==> config.mk <==
export PLATFORM = sky130hd
export DESIGN_NAME = fcull_cfg_regs
export DESIGN_NICKNAME = d
export VERILOG_FILES = /design/src/rtl/fcull_pkg.sv /design/src/rtl/fcull_cfg_regs.sv
export SDC_FILE = /design/constraint.sdc
export NUM_CORES = 1
export LEC_CHECK = 0
export BUFFER_PORTS_ARGS = -buffer_cell sky130_fd_sc_hd__buf_2
export CORE_AREA = 2 2 202 204
export DETAILED_ROUTE_END_ITERATION = 16
export DIE_AREA = 0 0 204 206
export MAX_ROUTING_LAYER = met4
export PLACE_DENSITY = 0.73
export SLEW_MARGIN = 10
export SYNTH_ARGS = -nofsm -noshare
export SYNTH_HDL_FRONTEND = slang
export SYNTH_SLANG_ARGS = --single-unit
==> constraint.sdc <==
create_clock -name clk -period 1.8 [get_ports clk]
set_input_delay 0.36 -clock clk [delete_from_list [all_inputs] [get_ports clk]]
set_output_delay 0.36 -clock clk [all_outputs]
set_load 0.02 [all_outputs]
==> src/rtl/fcull_pkg.sv <==
package fcull_pkg;

	localparam int COORD_WIDTH     = 22;
	localparam int NORMAL_WIDTH    = 14;
	localparam int PLANE_COUNT     = 6;
	localparam int PLANE_REG_WIDTH = 64;
	localparam int PLANE_IDX_WIDTH = 3;
	localparam int CFG_ADDR_WIDTH  = PLANE_IDX_WIDTH + 3;

	typedef enum logic [1:0] {
		OP_POINT  = 2'd0,
		OP_SPHERE = 2'd1,
		OP_CUBE   = 2'd2,
		OP_BOX    = 2'd3
	} op_t;

	typedef enum logic [1:0] {
		V_OUTSIDE   = 2'd0,
		V_INTERSECT = 2'd1,
		V_INSIDE    = 2'd2
	} verdict_t;

	typedef struct packed {
		logic outside;
		logic partial;
	} plane_flags_t;

endpackage

==> src/rtl/fcull_cfg_regs.sv <==
module fcull_cfg_regs (
	input  logic                                      clk,
	input  logic                                      arst_n,
	input  logic                                      psel,
	input  logic                                      penable,
	input  logic                                      pwrite,
	input  logic [fcull_pkg::CFG_ADDR_WIDTH-1:0]      paddr,
	input  logic [fcull_pkg::PLANE_REG_WIDTH-1:0]     pwdata,
	output logic [fcull_pkg::PLANE_REG_WIDTH-1:0]     prdata,
	output logic                                      pready,
	output logic [fcull_pkg::PLANE_REG_WIDTH-1:0]     planes [fcull_pkg::PLANE_COUNT]
);

	logic [fcull_pkg::PLANE_IDX_WIDTH-1:0] idx;
	logic                                  idx_ok;
	logic [fcull_pkg::PLANE_REG_WIDTH-1:0] plane_q [fcull_pkg::PLANE_COUNT];

	assign idx    = paddr[fcull_pkg::CFG_ADDR_WIDTH-1:3];
	assign idx_ok = idx < fcull_pkg::PLANE_IDX_WIDTH'(fcull_pkg::PLANE_COUNT);
	assign pready = 1'b1;

	always_ff @(posedge clk or negedge arst_n) begin
		if (!arst_n) begin
			for (int i = 0; i < fcull_pkg::PLANE_COUNT; i++) begin
				plane_q[i] <= '0;
			end
		end else if (psel && penable && pwrite && idx_ok) begin
			plane_q[idx] <= pwdata;
		end
	end

	always_comb begin
		prdata = '0;
		if (idx_ok) begin
			prdata = plane_q[idx];
		end
	end

	always_comb begin
		for (int i = 0; i < fcull_pkg::PLANE_COUNT; i++) begin
			planes[i] = plane_q[i];
		end
	end

endmodule

# Yosys cells after proc, flatten, opt, wreduce, memory -nomap -nowiden
# Index checks and enable logic that the tools add are counted.
op_classes:
  bitwise: 1
  order_cmp: 3
  muxes: 7
  n_reduce_logical: 4
op_table:
  columns: ["operator", "count"]
  rows:
  - ["$bwmux 384", 1]
  - ["$mux 64", 4]
  - ["$bmux 64 s3", 1]
  - ["$demux 64 s3", 1]
  - ["$ge 4x4->1 const B", 1]
  - ["$logic_and 1x1->1", 4]
  - ["$lt 4x1->1 const B", 1]
  - ["$not 3->4", 1]
  - ["$lt 3x3->1 const B", 1]
word_totals:
  input_bits: 75
  output_inout_bits: 449
  regBits: 384

# Longest topological paths before layout
depth:
  ltp_word: 6
  mapped_depth: 6
  ltp_nobuf: 3

# Worst setup path after synthesis
# No wires, ideal clock.
synth_timing:
  path_type: "input-to-output"
  from: "input port paddr[5] (netlist name)"
  to: "output port prdata[62] (netlist name)"
  required_ns: 1.440
  cell_stages: 6
  path_slack_ns: -0.236
  arrival_time_ns: 1.676
  path_cell_list: "buf_2 or2_4 buf_4 buf_2 a211oi_1 a221oi_1"
synth_between:
  elab_chain_len: 5
  word_cells_on_any_way: 6
  classes_between: "1 x order compare; 4 x mux; 1 x bitwise"
synth_lines:
  columns: ["element", "line", "source"]
  rows:
  - ["from (decl)", "fcull_cfg_regs.sv:7", "input logic [fcull_pkg::CFG_ADDR_WIDTH-1:0] paddr,"]
  - ["$not 3->4 (implied by the code)", "fcull_cfg_regs.sv:35", "prdata = plane_q[idx];"]
  - ["$bmux 64 s3", "fcull_cfg_regs.sv:35", null]
  - ["$mux 64 (implied by the code) (2 in series)", "fcull_cfg_regs.sv:35", null]
  - ["$mux 64 (*)", "fcull_cfg_regs.sv:34", "if (idx_ok) begin"]
  - ["to (decl)", "fcull_cfg_regs.sv:9", "output logic [fcull_pkg::PLANE_REG_WIDTH-1:0] prdata,"]
# Every way passes the cells marked *; elsewhere a longest branch is shown, timed or not. The select of a mux whose other input is x is not followed.

# Worst setup path in the final report
layout_timing:
  from: "register plane_q (netlist bit planes[270])"
  to: "output port prdata[14] (netlist name)"
layout_between:
  elab_chain_len: 4
layout_lines:
  columns: ["element", "line", "source"]
  rows:
  - ["from (decl)", "fcull_cfg_regs.sv:16", "logic [fcull_pkg::PLANE_REG_WIDTH-1:0] plane_q [fcull_pkg::PLANE_COUNT];"]
  - ["from (signal, indexed assignment)", "fcull_cfg_regs.sv:28", "plane_q[idx] <= pwdata;"]
  - ["$bmux 64 s3", "fcull_cfg_regs.sv:35", null]
  - ["$mux 64 (implied by the code) (2 in series)", "fcull_cfg_regs.sv:35", null]
  - ["$mux 64", "fcull_cfg_regs.sv:34", null]
# No other way between the ends. The select of a mux whose other input is x is not followed.

==> flow_metrics.env <==
export IMPL_report_final_slew_viol_count=0
export IMPL_swShare=0.3479
export IMPL_synth_area_leaders="dfrtp_1 55%, mux2_1 26%, mux2i_1 8.4%, o22a_1 2.1%, a221o_1 1.3%"
export IMPL_largest_reg_flops=384
export IMPL_crit_fanout=3
export IMPL_grt_max_degree=58
export IMPL_p_per_area_nw_per_um2=1190
export IMPL_syn_to_final_growth_pct=41.82
export IMPL_yosys_warnings=0
export IMPL_synth_top_cell_area_share=0.5492
export IMPL_cp_start_kind="register"
export IMPL_clkPwrFrac=0.278
export IMPL_layout_drive_gt1_share=0.4608
export IMPL_cts_buffers=40
export IMPL_dieArea_sq_um=42020
export IMPL_hold_viol=0
export IMPL_ys_types=25
export IMPL_place_area_sq_um=21390
export IMPL_synth_common_cells="406 x mux2_1, 384 x dfrtp_1, 147 x mux2i_1, 41 x o21ai_1, 41 x o22a_1"
export IMPL_first_pass_iters=4
export IMPL_htree_levels=2
export IMPL_synth_top_cell_by_area="dfrtp_1"
export IMPL_power_frac_comb=0.325
export IMPL_wl_per_cell_um=25.38
export IMPL_p_int_mw=19.25
export IMPL_die_y_um=206
export IMPL_use_met1=0.3745
export IMPL_dp_cells=2243
export IMPL_final_net_count=1960
export IMPL_fill_cells=3047
export IMPL_fin_cells=2446
export IMPL_wl_mm=62.08
export IMPL_async_reset_ff_frac=1.000
export IMPL_gp_congestion=0.8579
export IMPL_numClockSinks=384
export IMPL_grt_ovfl_total=0
export IMPL_multiInputGateArea_sq_um=7632
export IMPL_maxSlewHeadroom=0.4696
export IMPL_synth_edf_count=0
export IMPL_vdd_ir_drop_max_uv=813.2
export IMPL_r2r_cells=3
export IMPL_drtIter0Drc=672
export IMPL_leakage_nw=12.92
export IMPL_antenna_found_initial=2
export IMPL_syn_inst=1186
export IMPL_maxCapViolations=0
export IMPL_cp_end_kind="primary output"
export IMPL_min_period_ns=2.100
export IMPL_grt_busiest_layer="met2"
export IMPL_initial_core_util=0.4355
export IMPL_cts_root_buf="clkbuf_16"
export IMPL_status="complete, but fails checks"
export IMPL_seq_area_frac_synth=0.5492
export IMPL_grt_use_met3=0.06465
export IMPL_hp_class="input port to register"
export IMPL_drcViolationCount=0
export IMPL_min_path_cells=2
export IMPL_clock_fmax_ghz=0.4763
export IMPL_port_buffer_count=519
export IMPL_synth_nets=1261
export IMPL_via_per_inst=5.560
export IMPL_r2r_slack_ns=0.74
export IMPL_grt_pass1_vias=14081
export IMPL_drt_antenna_violating_nets=0
export IMPL_clockBufferDepth=3
export IMPL_vias=13599
export IMPL_yosys_cell_count_top_type="mux2_1"
export IMPL_arrival_ns=1.74
export IMPL_std_cell_rows=74
export IMPL_finClkSkew_ns=0
export IMPL_synth_seq_cells=384
export IMPL_dp_hpwl_mm=39.44
export IMPL_die_w_um=204
export IMPL_fin_total_pwr_mw=29.52
export IMPL_ff_latch_area_sq_um=9609
export IMPL_synth_flop_cell="dfrtp_1"
export IMPL_gr_usage_met2=0.4840
export IMPL_synth_avg_cell_area_sq_um=14.75
export IMPL_cts_tree="yes"
export IMPL_seq_power_share=0.396
export IMPL_setup_violations_final=64
export IMPL_failed_checks="negative setup slack"
export IMPL_crit_type="register to primary output"
export IMPL_io_pins=524
export IMPL_rsz0062_at_grt="true"
export IMPL_core_sq_um=40180
export IMPL_switching_power_mw=10.27
export IMPL_grt_pass1_wl_mm=90.38
export IMPL_worst_pin_slew_ns=0.7939
export IMPL_stdcell_area_sq_um=24820
export IMPL_setup_tns_final_ns=-10.83
export IMPL_worstPathRequired_ns=1.44
export IMPL_path_clk_slew_ns=0.06
export IMPL_track_usage=0.2976
export IMPL_clk_latency_ns=0.55
export IMPL_netlist_area_sq_um=17500
export IMPL_fin_ws_ns=-0.2996
export IMPL_timing_final_crit_share=1.166
-- worst max-delay path: stages (launching register included) --
cell and delay [ns]:
dfrtp_1 0.42, mux2i_1 0.21, o32ai_2 0.13, a221o_1 0.29, buf_6 0.14
-- layout make-up --
class / instances / area share
clock inverters: 6 / 0.004386
diodes: 2 / 0.0002017
flip-flops and latches: 384 / 0.3872
inverters: 22 / 0.003328
clock buffers: 63 / 0.04669
repair buffers: 737 / 0.2238
multi-input cells: 700 / 0.3076
well taps: 532 / 0.02682
-- final timing paths --
check,startpoint,to
max,planes[270]$_DFFE_PN0P_,prdata[14]
min,pwdata[39],planes[103]$_DFFE_PN0P_
max reg2reg,planes[278]$_DFFE_PN0P_,planes[278]$_DFFE_PN0P_
min reg2reg,planes[356]$_DFFE_PN0P_,planes[356]$_DFFE_PN0P_
max in group asynchronous,arst_n,planes[69]$_DFFE_PN0P_
min in group asynchronous,arst_n,planes[152]$_DFFE_PN0P_
-- power groups by stage --
stage               clock (mW)  sequential, mW  combinational (mW)
floorplan                    0            13.6                2.66
global placement             0            11.8                7.95
detailed placement           0            11.9                8.09
CTS                       8.34            11.6                9.36
global route              8.71            11.9                10.1
finish                    8.21            11.7                9.61
-- metrics by stage --
step / utilization / setup WS (ns) / hold WS (ns)
floorplan: - / -0.03371 / 0.06441
global placement: 0.5322 / -0.4619 / 0.2939
detailed placement: 0.5322 / -0.4631 / 0.2989
CTS: 0.6113 / -0.3307 / 0.07175
global route: 0.6176 / -0.3445 / 0.08349
finish: 0.6176 / -0.2996 / 0.09341
-- metal layers --
metal / up-vias / wire, um
li1: 5803 / -
met1: 7060 / 25520
met2: 606 / 30000
met3: 130 / 4479
met4: 0 / 2082
met5: - / 0
-- cell usage in the layout (no fill, tap or decap), types with 3 or more instances in the layout --
master and count:
buf_2 451, mux2_1 384, dfrtp_1 384, buf_4 149, mux2i_1 145, buf_6 75
o22a_1 41, o21ai_2 41, clkbuf_16 41, buf_12 41, inv_1 22, a221o_1 22
mux2_4 21, clkbuf_1 17, o32ai_1 12, buf_16 12, o32ai_2 10, clkbuf_8 5
buf_8 5, nor2_4 4, nor2_8 4, nor2b_4 3, bufinv_16 3, bufbuf_16 3
-- cells by family (layout without fill, tap and decap cells) --
family / after synthesis / count (layout) / synth area share
AOI/OAI and AO/OA: 128 / 128 / 0.05677
other: 1 / 3 / 0.0002143
and+or+nand+nor: 16 / 18 / 0.01115
DFF: 384 / 384 / 0.5492
buffers and inverters: 104 / 828 / 0.03733
muxes: 553 / 553 / 0.3454
-- what timing repair did --
item | 4_1_cts | 5_1_grt
hold buffers | 1 | 0
cloned | 17 | 0
setup buffers | 86 | 32
gates resized for setup | 217 | 24
setup endpoints to repair | 64 | 64
pin swaps | 25 | 29
endpoints found under the hold margin | 24 | 0
No activity file was read; power rests on OpenSTA's default activity.
